==> src/rtl/bbcf_pkg.sv <==
package bbcf_pkg;

  localparam int unsigned IMAGE_SIDE_DEF = 32;
  localparam int unsigned CELL_SIDE_DEF  = 4;

  localparam int unsigned PIXEL_W = 8;
  localparam int unsigned COUNT_W = 5;
  localparam int unsigned INDEX_W = 6;

  localparam logic [PIXEL_W-1:0] INK_THRESHOLD_RST = 8'd240;

  // Position of the pixel in work, as seen by the accumulator.
  typedef struct packed {
    logic               in_range;
    logic               cell_done;
    logic               last;
    logic [INDEX_W-1:0] index;
  } pos_t;

  typedef struct packed {
    logic [COUNT_W-1:0] count;
    logic [INDEX_W-1:0] index;
    logic               last;
  } cell_res_t;

endpackage

==> src/rtl/bbcf_if.sv <==
interface bbcf_pix_if;
  import bbcf_pkg::*;

  logic               valid;
  logic               ready;
  logic [PIXEL_W-1:0] pixel_value;
  logic               frame_start;

  modport source (output valid, output pixel_value, output frame_start, input ready);
  modport sink   (input valid, input pixel_value, input frame_start, output ready);
endinterface

interface bbcf_cell_if;
  import bbcf_pkg::*;

  logic               valid;
  logic               ready;
  logic [COUNT_W-1:0] cell_count;
  logic [INDEX_W-1:0] cell_index;
  logic               last_cell;

  modport source (output valid, output cell_count, output cell_index, output last_cell,
                  input ready);
  modport sink   (input valid, input cell_count, input cell_index, input last_cell,
                  output ready);
endinterface

==> src/rtl/bbcf_pos_track.sv <==
module bbcf_pos_track #(
  parameter int unsigned IMAGE_SIDE = bbcf_pkg::IMAGE_SIDE_DEF,
  parameter int unsigned CELL_SIDE  = bbcf_pkg::CELL_SIDE_DEF,
  localparam int unsigned CELLS  = IMAGE_SIDE / CELL_SIDE,
  localparam int unsigned CCOL_W = $clog2(CELLS + 1)
) (
  input  logic              clk_i,
  input  logic              rst_ni,
  input  logic              step_i,
  input  logic              clear_i,
  output logic [CCOL_W-1:0] cell_col_o,
  output bbcf_pkg::pos_t    pos_o
);
  import bbcf_pkg::*;

  localparam int unsigned POS_W = $clog2(IMAGE_SIDE);
  localparam int unsigned OFF_W = (CELL_SIDE > 1) ? $clog2(CELL_SIDE) : 1;

  logic [POS_W-1:0]  col_q, col_d, row_q, row_d;
  logic [OFF_W-1:0]  col_off_q, col_off_d, row_off_q, row_off_d;
  logic [CCOL_W-1:0] ccol_q, ccol_d, crow_q, crow_d;

  logic [POS_W-1:0]  col_c, row_c;
  logic [OFF_W-1:0]  col_off_c, row_off_c;
  logic [CCOL_W-1:0] ccol_c, crow_c;
  logic              col_off_end, row_off_end;

  // Frame start places the current pixel at the origin.
  always_comb begin
    col_c     = clear_i ? '0 : col_q;
    row_c     = clear_i ? '0 : row_q;
    col_off_c = clear_i ? '0 : col_off_q;
    row_off_c = clear_i ? '0 : row_off_q;
    ccol_c    = clear_i ? '0 : ccol_q;
    crow_c    = clear_i ? '0 : crow_q;
  end

  assign col_off_end = (col_off_c == OFF_W'(CELL_SIDE - 1));
  assign row_off_end = (row_off_c == OFF_W'(CELL_SIDE - 1));

  always_comb begin
    pos_o.in_range  = (ccol_c < CCOL_W'(CELLS)) && (crow_c < CCOL_W'(CELLS));
    pos_o.cell_done = pos_o.in_range && col_off_end && row_off_end;
    pos_o.last      = (ccol_c == CCOL_W'(CELLS - 1)) && (crow_c == CCOL_W'(CELLS - 1));
    pos_o.index     = INDEX_W'(32'(crow_c) * 32'(CELLS) + 32'(ccol_c));
  end

  assign cell_col_o = ccol_c;

  always_comb begin
    col_d     = col_c + POS_W'(1);
    col_off_d = col_off_end ? '0 : col_off_c + OFF_W'(1);
    ccol_d    = ccol_c + CCOL_W'(col_off_end);
    row_d     = row_c;
    row_off_d = row_off_c;
    crow_d    = crow_c;
    if (col_c == POS_W'(IMAGE_SIDE - 1)) begin
      col_d     = '0;
      col_off_d = '0;
      ccol_d    = '0;
      if (row_c == POS_W'(IMAGE_SIDE - 1)) begin
        row_d     = '0;
        row_off_d = '0;
        crow_d    = '0;
      end else begin
        row_d     = row_c + POS_W'(1);
        row_off_d = row_off_end ? '0 : row_off_c + OFF_W'(1);
        crow_d    = crow_c + CCOL_W'(row_off_end);
      end
    end
  end

  always_ff @(posedge clk_i or negedge rst_ni) begin
    if (!rst_ni) begin
      col_q     <= '0;
      row_q     <= '0;
      col_off_q <= '0;
      row_off_q <= '0;
      ccol_q    <= '0;
      crow_q    <= '0;
    end else if (step_i) begin
      col_q     <= col_d;
      row_q     <= row_d;
      col_off_q <= col_off_d;
      row_off_q <= row_off_d;
      ccol_q    <= ccol_d;
      crow_q    <= crow_d;
    end
  end

endmodule

==> src/rtl/bbcf_cell_acc.sv <==
module bbcf_cell_acc #(
  parameter int unsigned IMAGE_SIDE = bbcf_pkg::IMAGE_SIDE_DEF,
  parameter int unsigned CELL_SIDE  = bbcf_pkg::CELL_SIDE_DEF,
  localparam int unsigned CELLS  = IMAGE_SIDE / CELL_SIDE,
  localparam int unsigned CCOL_W = $clog2(CELLS + 1)
) (
  input  logic                clk_i,
  input  logic                rst_ni,
  input  logic                step_i,
  input  logic                clear_i,
  input  logic                ink_i,
  input  logic [CCOL_W-1:0]   cell_col_i,
  input  bbcf_pkg::pos_t      pos_i,
  output logic                res_valid_o,
  output bbcf_pkg::cell_res_t res_o
);
  import bbcf_pkg::*;

  localparam int unsigned ADDR_W = (CELLS > 1) ? $clog2(CELLS) : 1;

  logic [COUNT_W-1:0] sums_q [CELLS];
  logic [ADDR_W-1:0]  addr;
  logic [COUNT_W-1:0] rd_sum, sum;

  assign addr   = cell_col_i[ADDR_W-1:0];
  assign rd_sum = clear_i ? '0 : sums_q[addr];
  assign sum    = rd_sum + COUNT_W'(ink_i);

  assign res_valid_o = pos_i.cell_done;
  assign res_o.count = sum;
  assign res_o.index = pos_i.index;
  assign res_o.last  = pos_i.last;

  always_ff @(posedge clk_i or negedge rst_ni) begin
    if (!rst_ni) begin
      for (int i = 0; i < CELLS; i++) begin
        sums_q[i] <= '0;
      end
    end else if (step_i) begin
      for (int i = 0; i < CELLS; i++) begin
        // Finished cell frees its column for the next cell row.
        if (pos_i.in_range && (addr == ADDR_W'(i))) begin
          sums_q[i] <= pos_i.cell_done ? '0 : sum;
        end else if (clear_i) begin
          sums_q[i] <= '0;
        end
      end
    end
  end

endmodule

==> src/rtl/binarize_block_count_features.sv <==
// An accepted pixel is held in s1; its cell result then goes into the output register.
// Throughput: one pixel per cycle unless a result waits for cell_o.ready; the
// position counters and per-column sums step together; the next pixel follows at once.
// Reset: asynchronous, active low; clears position, cell sums and valid flags,
// and sets the ink threshold to 240.
module binarize_block_count_features #(
  parameter int unsigned IMAGE_SIDE = bbcf_pkg::IMAGE_SIDE_DEF,
  parameter int unsigned CELL_SIDE  = bbcf_pkg::CELL_SIDE_DEF
) (
  input  logic                           clk_i,
  input  logic                           rst_ni,
  input  logic                           cfg_we_i,
  input  logic [bbcf_pkg::PIXEL_W-1:0]   cfg_wdata_i,
  bbcf_pix_if.sink                       pix_i,
  bbcf_cell_if.source                    cell_o
);
  import bbcf_pkg::*;

  localparam int unsigned CELLS  = IMAGE_SIDE / CELL_SIDE;
  localparam int unsigned CCOL_W = $clog2(CELLS + 1);

  logic [PIXEL_W-1:0] thr_q;
  logic               s1_valid_q, s1_valid_d;
  logic [PIXEL_W-1:0] s1_pix_q;
  logic               s1_fs_q;
  logic               out_valid_q, out_valid_d;
  cell_res_t          out_res_q;

  logic               in_xfer, out_free, s1_fire, ink;
  logic [CCOL_W-1:0]  cell_col;
  pos_t               pos;
  logic               res_valid;
  cell_res_t          res;

  assign out_free    = !out_valid_q || cell_o.ready;
  assign s1_fire     = s1_valid_q && out_free;
  assign pix_i.ready = !s1_valid_q || out_free;
  assign in_xfer     = pix_i.valid && pix_i.ready;
  assign ink         = (s1_pix_q <= thr_q);

  bbcf_pos_track #(
    .IMAGE_SIDE (IMAGE_SIDE),
    .CELL_SIDE  (CELL_SIDE)
  ) u_pos (
    .clk_i      (clk_i),
    .rst_ni     (rst_ni),
    .step_i     (s1_fire),
    .clear_i    (s1_fs_q),
    .cell_col_o (cell_col),
    .pos_o      (pos)
  );

  bbcf_cell_acc #(
    .IMAGE_SIDE (IMAGE_SIDE),
    .CELL_SIDE  (CELL_SIDE)
  ) u_acc (
    .clk_i       (clk_i),
    .rst_ni      (rst_ni),
    .step_i      (s1_fire),
    .clear_i     (s1_fs_q),
    .ink_i       (ink),
    .cell_col_i  (cell_col),
    .pos_i       (pos),
    .res_valid_o (res_valid),
    .res_o       (res)
  );

  always_comb begin
    s1_valid_d = s1_valid_q;
    if (in_xfer) begin
      s1_valid_d = 1'b1;
    end else if (s1_fire) begin
      s1_valid_d = 1'b0;
    end
  end

  always_comb begin
    out_valid_d = out_valid_q;
    if (s1_fire && res_valid) begin
      out_valid_d = 1'b1;
    end else if (cell_o.ready) begin
      out_valid_d = 1'b0;
    end
  end

  always_ff @(posedge clk_i or negedge rst_ni) begin
    if (!rst_ni) begin
      thr_q       <= INK_THRESHOLD_RST;
      s1_valid_q  <= 1'b0;
      out_valid_q <= 1'b0;
    end else begin
      if (cfg_we_i) begin
        thr_q <= cfg_wdata_i;
      end
      s1_valid_q  <= s1_valid_d;
      out_valid_q <= out_valid_d;
    end
  end

  always_ff @(posedge clk_i) begin
    if (in_xfer) begin
      s1_pix_q <= pix_i.pixel_value;
      s1_fs_q  <= pix_i.frame_start;
    end
    if (s1_fire && res_valid) begin
      out_res_q <= res;
    end
  end

  assign cell_o.valid      = out_valid_q;
  assign cell_o.cell_count = out_res_q.count;
  assign cell_o.cell_index = out_res_q.index;
  assign cell_o.last_cell  = out_res_q.last;

endmodule

==> src/flat_wrapper.sv <==
// flat-port wrapper written by rule: the top's interface ports become plain ports
module binarize_block_count_features_flat import bbcf_pkg::*;
#(
  parameter int unsigned IMAGE_SIDE = bbcf_pkg::IMAGE_SIDE_DEF,
  parameter int unsigned CELL_SIDE  = bbcf_pkg::CELL_SIDE_DEF
)
  (clk_i, rst_ni, cfg_we_i, cfg_wdata_i, pix_i_valid, pix_i_pixel_value, pix_i_frame_start, pix_i_ready, cell_o_valid, cell_o_cell_count, cell_o_cell_index, cell_o_last_cell, cell_o_ready);
  bbcf_pix_if pix_i_i ();
  bbcf_cell_if cell_o_i ();
  input  logic clk_i;
  input  logic rst_ni;
  input  logic cfg_we_i;
  input  logic [bbcf_pkg::PIXEL_W-1:0] cfg_wdata_i;
  input wire logic [$bits(pix_i_i.valid)-1:0] pix_i_valid;
  input wire logic [$bits(pix_i_i.pixel_value)-1:0] pix_i_pixel_value;
  input wire logic [$bits(pix_i_i.frame_start)-1:0] pix_i_frame_start;
  output wire logic [$bits(pix_i_i.ready)-1:0] pix_i_ready;
  output wire logic [$bits(cell_o_i.valid)-1:0] cell_o_valid;
  output wire logic [$bits(cell_o_i.cell_count)-1:0] cell_o_cell_count;
  output wire logic [$bits(cell_o_i.cell_index)-1:0] cell_o_cell_index;
  output wire logic [$bits(cell_o_i.last_cell)-1:0] cell_o_last_cell;
  input wire logic [$bits(cell_o_i.ready)-1:0] cell_o_ready;
  assign pix_i_i.valid = pix_i_valid;
  assign pix_i_i.pixel_value = pix_i_pixel_value;
  assign pix_i_i.frame_start = pix_i_frame_start;
  assign pix_i_ready = pix_i_i.ready;
  assign cell_o_valid = cell_o_i.valid;
  assign cell_o_cell_count = cell_o_i.cell_count;
  assign cell_o_cell_index = cell_o_i.cell_index;
  assign cell_o_last_cell = cell_o_i.last_cell;
  assign cell_o_i.ready = cell_o_ready;
  binarize_block_count_features #(.IMAGE_SIDE(IMAGE_SIDE), .CELL_SIDE(CELL_SIDE)) u_core (.clk_i(clk_i), .rst_ni(rst_ni), .cfg_we_i(cfg_we_i), .cfg_wdata_i(cfg_wdata_i), .pix_i(pix_i_i), .cell_o(cell_o_i));
endmodule
==> config.mk <==
export PLATFORM = sky130hd
export DESIGN_NAME = binarize_block_count_features_flat
export DESIGN_NICKNAME = d
export VERILOG_FILES = /design/src/rtl/bbcf_pkg.sv /design/src/rtl/bbcf_if.sv /design/src/rtl/bbcf_pos_track.sv /design/src/rtl/bbcf_cell_acc.sv /design/src/rtl/binarize_block_count_features.sv /design/src/flat_wrapper.sv
export SDC_FILE = /design/constraint.sdc
export NUM_CORES = 1
export LEC_CHECK = 0
export ABC_AREA = 1
export BUFFER_PORTS_ARGS = -buffer_cell sky130_fd_sc_hd__buf_2
export CAP_MARGIN = 15
export CORE_UTILIZATION = 60
export DETAILED_ROUTE_END_ITERATION = 6
export GPL_TIMING_DRIVEN = 0
export HOLD_SLACK_MARGIN = 0.02
export PLACE_DENSITY = 0.8
export SYNTH_ARGS = -nofsm -noshare
export SYNTH_HDL_FRONTEND = slang
export SYNTH_SLANG_ARGS = --single-unit
==> constraint.sdc <==
create_clock -name clk_i -period 2.9 [get_ports clk_i]
set_input_delay 0.435 -clock clk_i [delete_from_list [all_inputs] [get_ports clk_i]]
set_output_delay 0.435 -clock clk_i [all_outputs]
set_load 0.005 [all_outputs]
# After elaboration in Yosys (flattened, before gate mapping)
# Cells that the tools add are included.
# totals
ff_bits	93
input_bits	22
out_inout_bits	14
# op_classes
magnitude_cmp	4
bitwise	1
n_reduce_logical	38
n_mux	35
n_addsub	8
eq_ne	13
# ops
op	count
2-to-1 mux 5 bit	18
2-to-1 mux 4 bit	5
nonzero test 2 bit	10
AND reduction 2 bit	8
binary-select mux 5 bit (select 3 bit)	1
logical AND 1 bit	15
2-to-1 mux 2 bit	7
== test 3 bit (second input constant)	4
adder 5 x 1 -> 5 bit (second input constant)	2
== test 5 bit (second input constant)	2
adder 4 x 1 -> 4 bit	2
== test 4 x 3 -> 1 bit (second input constant)	2
<= comparator 8 bit	1
< comparator 4 bit (second input constant)	2
adder 6 x 4 -> 6 bit	1
== test 3 x 2 -> 1 bit (second input constant)	2
adder 5 x 1 -> 5 bit	1
adder 2 x 1 -> 2 bit (second input constant)	2
== test 2 bit (second input constant)	2
greater-or-equal comparator 4 bit (second input constant)	1
2-to-1 mux 1 bit	4
NOT 3 -> 4 bit	1
== test 3 x 1 -> 1 bit (second input constant)	1
zero test 3 bit	1
2 further kinds	4

# Depth between registers and ports, before layout
# Gate-level depths: netlist of run 1.
# depth
ltp_word	9
mapped_depth	16
mapped_depth_nobuf	14

# Modules after synthesis
# From an unflattened synthesis of run 1, not the netlist that was laid out.
# hier_totals
cells_unflattened	575
area_unflattened_um2	4880.9
# modules_own_cells
mod	seq_area_each_um2	area_each_um2	instances	cells_each
bbcf_cell_acc	1001.0	2240.9	1	300
bbcf_pos_track	550.5	1412.6	1	181
binarize_block_count_features	885.8	1227.4	1	94

# Worst setup path before layout of run 1
# Ideal clock, no wire load.
# synth_path
path_type	reg-to-reg
startpoint	register u_core.s1_fs_q
endpoint	register u_core.out_res_q (netlist bit u_core.cell_o.cell_count[0]), enable pin
t_arrival_ns	2.046
setup_time_ns	0.380
slack_ns	0.474
path_stages_with_launch	9
synth_period_minus_slack_ns	2.426
path_buffers	4
cell_sequence	edfxtp_1 > buf_6 > buf_1 > nor2_1 > ha_1 > nand3_1 > buf_2 > buf_2 > nor2_1
# synth_between
elab_chain_len	6
# synth_lines
item	line	text
start, declared	binarize_block_count_features.sv:25	logic s1_fs_q;
start signal, assigned	binarize_block_count_features.sv:103	s1_fs_q <= pix_i.frame_start;
2-to-1 mux 4 bit (on tied branches)	bbcf_pos_track.sv:34, bbcf_pos_track.sv:35	
< comparator 4 bit	bbcf_pos_track.sv:42	pos_o.in_range = (ccol_c < CCOL_W'(CELLS)) && (crow_c < CCOL_W'(CELLS));
logical AND 1 bit	bbcf_pos_track.sv:42	
logical AND 1 bit	bbcf_pos_track.sv:43	pos_o.cell_done = pos_o.in_range && col_off_end && row_off_end;
logical AND 1 bit *	bbcf_pos_track.sv:43	
logical AND 1 bit *	binarize_block_count_features.sv:105	if (s1_fire && res_valid) begin
end signal, assigned	binarize_block_count_features.sv:106	out_res_q <= res;
end, declared	binarize_block_count_features.sv:27	cell_res_t out_res_q;
# Every way passes the cells marked *; elsewhere a longest branch is shown, timed or not.
# A chain may end at the register's enable or synchronous reset.

==> flow_metrics.py, run 1 <==
metrics = {
    "clock_network": {
        "clock-sinks": 93,
        "clk_path_buf_depth": 2,
        "post_cts_buffers": 0,
        "clock_latency_ps": 370,
        "cts-buffers-inserted": 9,
        "cts_tree": "done",
        "cts_htree_levels": 3,
        "clockRootBuffer": "clkbuf_8",
        "clk_pin_slew_ps": 90,
    },
    "sta": {
        "worstMarginPinSlew_ps": 582.7,
        "finalHoldViolations": 0,
        "fin_ws_ps": 133.2,
        "hold_slack_ps": 242.0,
        "slew_headroom_pct": 61.15,
        "fin_skew_ps": 14.14,
        "setup_viol": 0,
        "min_period_ps": 2767,
        "slew_violations": 0,
        "rsz0062_at_grt": "false",
        "finalCritPeriodShare_pct": 95.41,
        "max_freq_mhz": 361.4,
    },
    "detailed_routing": {
        "drcViolationCount": 0,
        "wl_per_cell_um": 15.56,
        "wirelength_mm": 11.04,
        "via_per_inst": 5.588,
        "ant_nets": 0,
        "detail_route.first_pass.iterations": 5,
        "drt-initial-drc-count": 385,
        "vias": 3962,
    },
    "power_and_ir_drop": {
        "power_density_nw_per_um2": 515.8,
        "ir_drop_v": 0.0003141,
        "leakage_nw": 2.673,
        "power_w": 0.002766,
    },
    "setup_path": {
        "cp_max_fo": 8,
        "end_kind": "register",
        "critPathRequiredTime_ps": 3180,
        "crit_path_cell_trace": "inv_1, ha_1, nand2_1, inv_1, nand3_1, o21ai_0, ha_1, ha_1, xor2_2, nand2_2, o21ai_1",
        "cp.arrival_ps": 3050,
        "criticalPathCategory": "register to register",
        "slowest_delay_ps": 520,
        "cpMostUsedCell": "ha_1",
        "start_kind": "register",
        "slowest_stage": "dfstp_2",
    },
    "grt": {
        "grt_max_degree": 67,
        "grt_pass1_vias": 3807,
        "grt_pass1_wl_mm": 18.29,
        "antenna_found_initial": 0,
        "grt_overflow": 0,
        "grt_usage_pct": 28.65,
    },
    "cells_and_area": {
        "fillers": 627,
        "synthToLayoutAreaGrowth_pct": 11.30,
        "regArea_um2": 2437,
        "instances_no_fill": 709,
        "multi_input_area_um2": 1936,
        "diodes": 0,
        "post_route_cells_drive_above_1_share_pct": 15.82,
        "finalInstanceArea_um2": 5363,
        "nNetsFinal": 646,
    },
    "placed_design": {
        "pre_cts_slack_ps": -29.26,
        "port_buffers": 35,
        "place_area_um2": 5151,
        "dp_hpwl_mm": 7.943,
        "place_congestion": 0.9140,
        "dp.cells": 693,
    },
    "logic_synthesis": {
        "ys_types": 41,
        "ys_ff_latch": 93,
        "yosys-top-cells-area": "dfrtp_1 (35%), edfxtp_1 (13%), nand2_1 (11%)",
        "synth_top_area_share_pct": 35.32,
        "syn_area_um2": 4818,
        "syn_area_per_cell_um2": 8.682,
        "seq_area_frac_synth_pct": 50.58,
        "synthCells": 555,
        "synth_nets": 599,
        "synth_top_cell_by_area": "dfrtp_1",
        "ys_warn_count": 0,
    },
    "floorplan": {
        "rows": 32,
        "dieArea_um2": 8393,
        "die_h_um": 91.62,
        "dieWidth_um": 91.62,
        "core_um2": 7727,
        "initial_core_util_pct": 62.35,
        "io_pins": 36,
    },
    "min_path": {
        "hp-class": "input pin to register",
    },
    "outcome": {
        "outcome": "finished clean",
    },
    "run": {
        "cap_violations": 0,
    },
}
-- path summary, 6_finish.rpt --
check	end	cells after the start	from	slack, ps
max	u_core.u_acc.sums_q[2]$_DFFE_PN0P_	11	u_core.thr_q[7]$_DFFE_PN1P_	130
min	u_core.s1_pix_q[1]$_DFFE_PP_	1	pix_i_pixel_value[1]	240
max reg2reg	u_core.u_acc.sums_q[2]$_DFFE_PN0P_	11	u_core.thr_q[7]$_DFFE_PN1P_	130
min reg2reg	u_core.u_acc.sums_q[3]$_DFFE_PN0P_	2	u_core.u_acc.sums_q[3]$_DFFE_PN0P_	490
max in group asynchronous	u_core.thr_q[7]$_DFFE_PN1P_	3	rst_ni	1880
min in group asynchronous	u_core.u_pos.crow_q[2]$_DFFE_PN0P_	2	rst_ni	420
-- cells in the final DEF, fill, tap and decap left out, types with 2 or more instances in the layout --
cell / instances
clkinv_2: 2
xnor2_1: 5
dfrtp_1: 68
o21ai_0: 26
dfstp_2: 4
nor2_4: 4
nand2_4: 4
nand2_1: 137
nand4_2: 2
buf_6: 3
nor2_2: 6
nor2_1: 31
clkbuf_1: 3
nor3_1: 5
o22ai_1: 20
edfxtp_1: 21
nand3b_1: 2
a21oi_1: 9
buf_2: 38
nand4_1: 3
buf_4: 3
o21a_1: 2
nand3_1: 48
clkbuf_8: 10
ha_1: 22
inv_2: 4
o221ai_1: 2
nand2_2: 5
inv_1: 86
o21ai_1: 12
-- metal layers --
layer | share of wire [%] | vias up | global-route usage, %
met5 | 0 | - | 0
met4 | 2.2 | 0 | 10.58
met3 | 7.2 | 22 | 4.726
met2 | 46 | 179 | 44.74
met1 | 45 | 1879 | 40.56
li1 | - | 1882 | -
-- cell usage after synthesis --
| cell | count |
|---|---|
| inv_8 | 1 |
| o21ai_0 | 27 |
| inv_2 | 4 |
| a21oi_1 | 9 |
| nor2_2 | 5 |
| nor3_1 | 5 |
| dfrtp_1 | 68 |
| edfxtp_1 | 21 |
| nand4_1 | 3 |
| nand3_1 | 48 |
| o32ai_1 | 1 |
| mux2_2 | 1 |
| xnor2_1 | 5 |
| a21o_1 | 1 |
| o221ai_1 | 2 |
| nand3b_1 | 2 |
| nand2_8 | 1 |
| buf_6 | 3 |
| buf_4 | 2 |
| nand4_2 | 2 |
| o21ai_1 | 12 |
| inv_1 | 86 |
| buf_1 | 1 |
| and2_1 | 1 |
| nor3_2 | 1 |
| buf_8 | 1 |
| o31ai_1 | 1 |
| nand2_2 | 5 |
| o21a_1 | 2 |
| o22ai_1 | 20 |
| clkbuf_1 | 4 |
| nor2_4 | 4 |
| xor2_2 | 1 |
| buf_2 | 4 |
| nand2_4 | 4 |
| nand2_1 | 137 |
| a31oi_1 | 1 |
| nor2_1 | 32 |
| dfstp_2 | 4 |
| o211ai_1 | 1 |
| ha_1 | 22 |
-- critical path: cells and delay by family (launching register included) --
family | cells | cell delay, ps
buffers and inverters | 2 | 120
and+or+nand+nor | 3 | 370
xor gates and xnor gates | 1 | 190
DFF | 1 | 520
adders and majority gates | 3 | 870
AOI/OAI and AO/OA | 2 | 630
-- logic make-up after synthesis --
| group | synth area share (%) |
|---|---|
| AOI/OAI and AO/OA | 9.037 |
| xor gates and xnor gates | 1.246 |
| adders and majority gates | 5.713 |
| buffers and inverters | 9.374 |
| DFF | 50.58 |
| muxes | 0.2337 |
| and+or+nand+nor | 23.81 |
-- power breakdown --
group	internal [W]	switching, W	leakage, nW
registers	0.00141	0.0000284	1.17
logic	0.000140	0.000311	1.40
clock network	0.000421	0.000460	0.104
-- state kept, by name (all words and copies together), names as in the netlist --
register,flops
u_core.u_acc.sums_q,40
u_core.s1_pix_q,8
u_core.thr_q,8
u_core.cell_o.cell_index,6
u_core.cell_o.cell_count,5
u_core.u_pos.col_q,5
u_core.u_pos.row_q,5
u_core.u_pos.ccol_q,4
u_core.u_pos.crow_q,4
u_core.u_pos.col_off_q,2
u_core.u_pos.row_off_q,2
u_core.cell_o.last_cell,1
u_core.cell_o.valid,1
u_core.s1_fs_q,1
u_core.s1_valid_q,1
-- what timing repair did --
item,4_1_cts,5_1_grt
endpoints found under the hold margin,6,0
endpoints found under the setup margin,15,9
resized for setup,2,1
hold buffers,1,0
-- cell type report --
type                    count  share of cell area, %
flip-flops and latches     93                  45.45
multi-input cells         356                  36.09
repair buffers             37                  4.013
inverters                  91                  6.510
well taps                 102                  2.380
clock buffers              10                  2.566
clock inverters             6                  1.143
plain buffers              14                  1.843
-- stage by stage --
step                      TNS (ps)  utilization [%]
after detailed placement    -361.4            66.66
after global routing             0            69.40
after global placement      -329.2            66.27
after CTS                        0            69.40
final                            0            69.40
after floorplan                  0                -
Note: power is estimated with default switching activity, not from simulation.
==> run 2, diff against run 1 <==
- ABC_AREA: 1 -> unset
==> run 2 against run 1 <==
Compared with the run above:
- global-route usage shrank 0.83 points
- non-clock buffer count increased by 8
- critical path depth down 2
- area after synthesis shrank 3.1%
- core utilization rose by 1.7 points
- clock power about the same
- die area shrank 3.0%
- flip-flop and latch count stayed put
- first-iteration DRC count decreased by 5.5%
- worst hold slack got worse by 74 ps
- count of clock-buffer cells in the layout fell by 1
==> flow_metrics.py, run 2 <==
metrics = {
    "detailed_routing": {
        "drcViolationCount": 0,
        "ant_nets": 0,
        "wl_per_cell_um": 17.69,
        "via_per_inst": 6.040,
        "vias": 3624,
        "detail_route.first_pass.iterations": 5,
        "drt-initial-drc-count": 364,
        "wirelength_mm": 10.61,
    },
    "sta": {
        "slew_headroom_pct": 40.33,
        "slew_violations": 0,
        "worstMarginPinSlew_ps": 895.0,
        "max_freq_mhz": 366.0,
        "finalCritPeriodShare_pct": 94.21,
        "fin_ws_ps": 167.8,
        "setup_viol": 0,
        "finalHoldViolations": 0,
        "fin_skew_ps": 9.819,
        "min_period_ps": 2732,
    },
    "logic_synthesis": {
        "yosys-top-cells-area": "dfrtp_1 (36%), edfxtp_1 (14%), o21ai_0 (6.3%)",
        "synth-main-ff-cell": "dfrtp_1",
        "ys_warn_count": 0,
        "seq_area_frac_synth_pct": 52.18,
        "synthCells": 449,
        "ys_ff_latch": 93,
        "yosysMostFrequentCell": "dfrtp_1",
        "ys_top_cells_by_count": "dfrtp_1 (68), nand2_1 (61), o21ai_0 (59)",
        "synth_top_area_share_pct": 36.43,
        "synth_top_cell_by_area": "dfrtp_1",
        "synth_edf_count": 21,
        "async_flop_share_pct": 77.42,
        "syn_area_um2": 4671,
        "ys_types": 51,
        "syn_area_per_cell_um2": 10.40,
        "synth_nets": 493,
    },
    "cells_and_area": {
        "fillers": 532,
        "instances_no_fill": 600,
        "nNetsFinal": 540,
        "mostFrequentLayoutCells": "dfrtp_1 (68), nand2_1 (60), o21ai_0 (58)",
        "post_route_cells_drive_above_1_share_pct": 18.96,
        "top_register": "u_core.u_acc.sums_q",
        "final_common_cell": "dfrtp_1",
        "synthToLayoutAreaGrowth_pct": 12.22,
        "diodes": 0,
        "largest_register_ffs": 40,
        "reg_top3": "u_core.u_acc.sums_q: 40 flops, u_core.s1_pix_q: 8 flops, u_core.thr_q: 8 flops",
    },
    "setup_path": {
        "end_kind": "register",
        "slowest_delay_ps": 540,
        "rr_worst_depth": 9,
        "cp.arrival_ps": 3020,
        "critPathRequiredTime_ps": 3190,
        "cpMostUsedCell": "ha_1",
        "start_kind": "register",
        "cp_max_fo": 10,
        "crit_path_cell_trace": "buf_4, mux4_2, mux2i_1, nor2_1, ha_1, ha_1, xnor2_1, nand2_2, o21ai_0",
        "r2r_slack_ps": 170,
        "rr_endpoint": "u_core.u_acc.sums_q[7]$_DFFE_PN0P_",
        "criticalPathCategory": "register to register",
        "rr_startpoint": "u_core.u_pos.ccol_q[0]$_DFFE_PN0P_",
        "slowest_stage": "mux4_2",
    },
    "grt": {
        "grt_pass1_wl_mm": 17.55,
        "antenna_found_initial": 0,
        "grt_pass1_vias": 3550,
        "grt_usage_pct": 27.82,
        "grt_overflow": 0,
        "grt_max_degree": 73,
    },
    "placed_design": {
        "dp.cells": 583,
        "port_buffers": 35,
        "place_congestion": 0.9060,
        "dp_hpwl_mm": 7.604,
        "pre_cts_slack_ps": -487.6,
    },
    "clock_network": {
        "clock-sinks": 93,
        "cts_hold_buf": 0,
        "clockRootBuffer": "clkbuf_8",
        "cts_htree_levels": 3,
        "cts_tree": "done",
        "clk_pin_slew_ps": 90,
        "clk_path_buf_depth": 2,
        "clock_latency_ps": 380,
        "cts-buffers-inserted": 9,
    },
    "run": {
        "cap_violations": 0,
    },
    "outcome": {
        "outcome": "finished clean",
    },
    "floorplan": {
        "dieWidth_um": 90.23,
        "dieArea_um2": 8141,
        "initial_core_util_pct": 63.38,
        "core_um2": 7370,
        "die_h_um": 90.23,
        "rows": 31,
        "io_pins": 36,
    },
    "power_and_ir_drop": {
        "leakage_nw": 2.333,
        "ir_drop_v": 0.0003548,
        "power_density_nw_per_um2": 506.5,
    },
    "min_path": {
        "hp-class": "input pin to async pin",
    },
}
## run 2: final cells by class
class                      instances  area (um2)  share of cell area, %
sequential                        93        2437                  46.50
multi-input combinational        320        2123                  40.51
timing repair buffer              38       200.2                  3.820
clock buffer                       9       123.9                  2.363
tap                               99       123.9                  2.363
buffer                            21       111.4                  2.125
clock inverter                     7       72.57                  1.385
inverter                          13       48.80                 0.9310
## run 2: how the worst max path moves through the flow
stage                                       start                               endpoint  slack (ps)
6_report       u_core.u_pos.ccol_q[0]$_DFFE_PN0P_     u_core.u_acc.sums_q[7]$_DFFE_PN0P_         170
5_1_grt              u_core.s1_pix_q[1]$_DFFE_PP_    u_core.u_acc.sums_q[14]$_DFFE_PN0P_          -1
4_1_cts                  u_core.s1_fs_q$_DFFE_PP_     u_core.u_acc.sums_q[7]$_DFFE_PN0P_          20
3_5_place_dp             u_core.s1_fs_q$_DFFE_PP_  u_core.u_pos.row_off_q[1]$_DFFE_PN0P_        -490
3_3_place_gp             u_core.s1_fs_q$_DFFE_PP_     u_core.u_pos.crow_q[0]$_DFFE_PN0P_        -370
2_1_floorplan            u_core.s1_fs_q$_DFFE_PP_     u_core.u_pos.crow_q[0]$_DFFE_PN0P_         290
## run 2: critical path, delay by kind of cell, from the launching register on
kind	cells	cell delay, ps
xor gates and xnor gates	1	350
AOI/OAI and AO/OA	1	220
DFF	1	430
adders and majority gates	2	410
muxes	2	720
buffers and inverters	1	250
and+or+nand+nor	2	260
## run 2: layer usage
| metal | part of all wire [%] | wire [um] | GRT usage [%] | up-vias |
|---|---|---|---|---|
| li1 | - | - | - | 1692 |
| met1 | 45 | 4779 | 38.54 | 1746 |
| met2 | 47 | 4994 | 44.27 | 159 |
| met3 | 5.9 | 625 | 5.330 | 27 |
| met4 | 2.0 | 213 | 9.543 | 0 |
| met5 | 0 | 0 | 0 | - |
## run 2: through the flow
step	TNS [ps]	power (W)	utilization (%)	instance area, um2	hold WS [ps]
floorplan	0	0.001662	-	4671	139.4
global placement	-15440	0.001768	67.44	4970	442.2
detailed placement	-19370	0.001786	67.47	4972	461.3
CTS	0	0.002645	70.48	5194	219.8
global route	-1.416	0.002757	71.12	5241	216.9
finish	0	0.002655	71.12	5241	167.9
## run 2: logic make-up (layout without fill, tap and decap cells)
group	after synthesis	in the layout	synth area share [%]
adder cells (fa/ha/maj)	22	22	5.893
AND/OR/NAND/NOR	171	171	19.13
XOR/XNOR	5	5	1.259
flip-flops	93	93	52.18
buffers and inverters	36	88	3.349
AO/OA/AOI/OAI	106	106	13.21
multiplexers	16	16	4.983
## run 2: what timing repair did
| action | CTS | global route |
|---|---|---|
| gates resized for setup | 8 | 12 |
| pin swaps | 1 | 2 |
| hold endpoints to repair | 0 | 0 |
| endpoints found under the setup margin | 70 | 65 |
| setup buffers | 2 | 1 |
## run 2: report_power, final
part / internal, W / switching, W
Combinational: 0.000124 / 0.000222
Clock: 0.000401 / 0.000477
Sequential: 0.00140 / 0.0000325
Total: 0.00192 / 0.000732
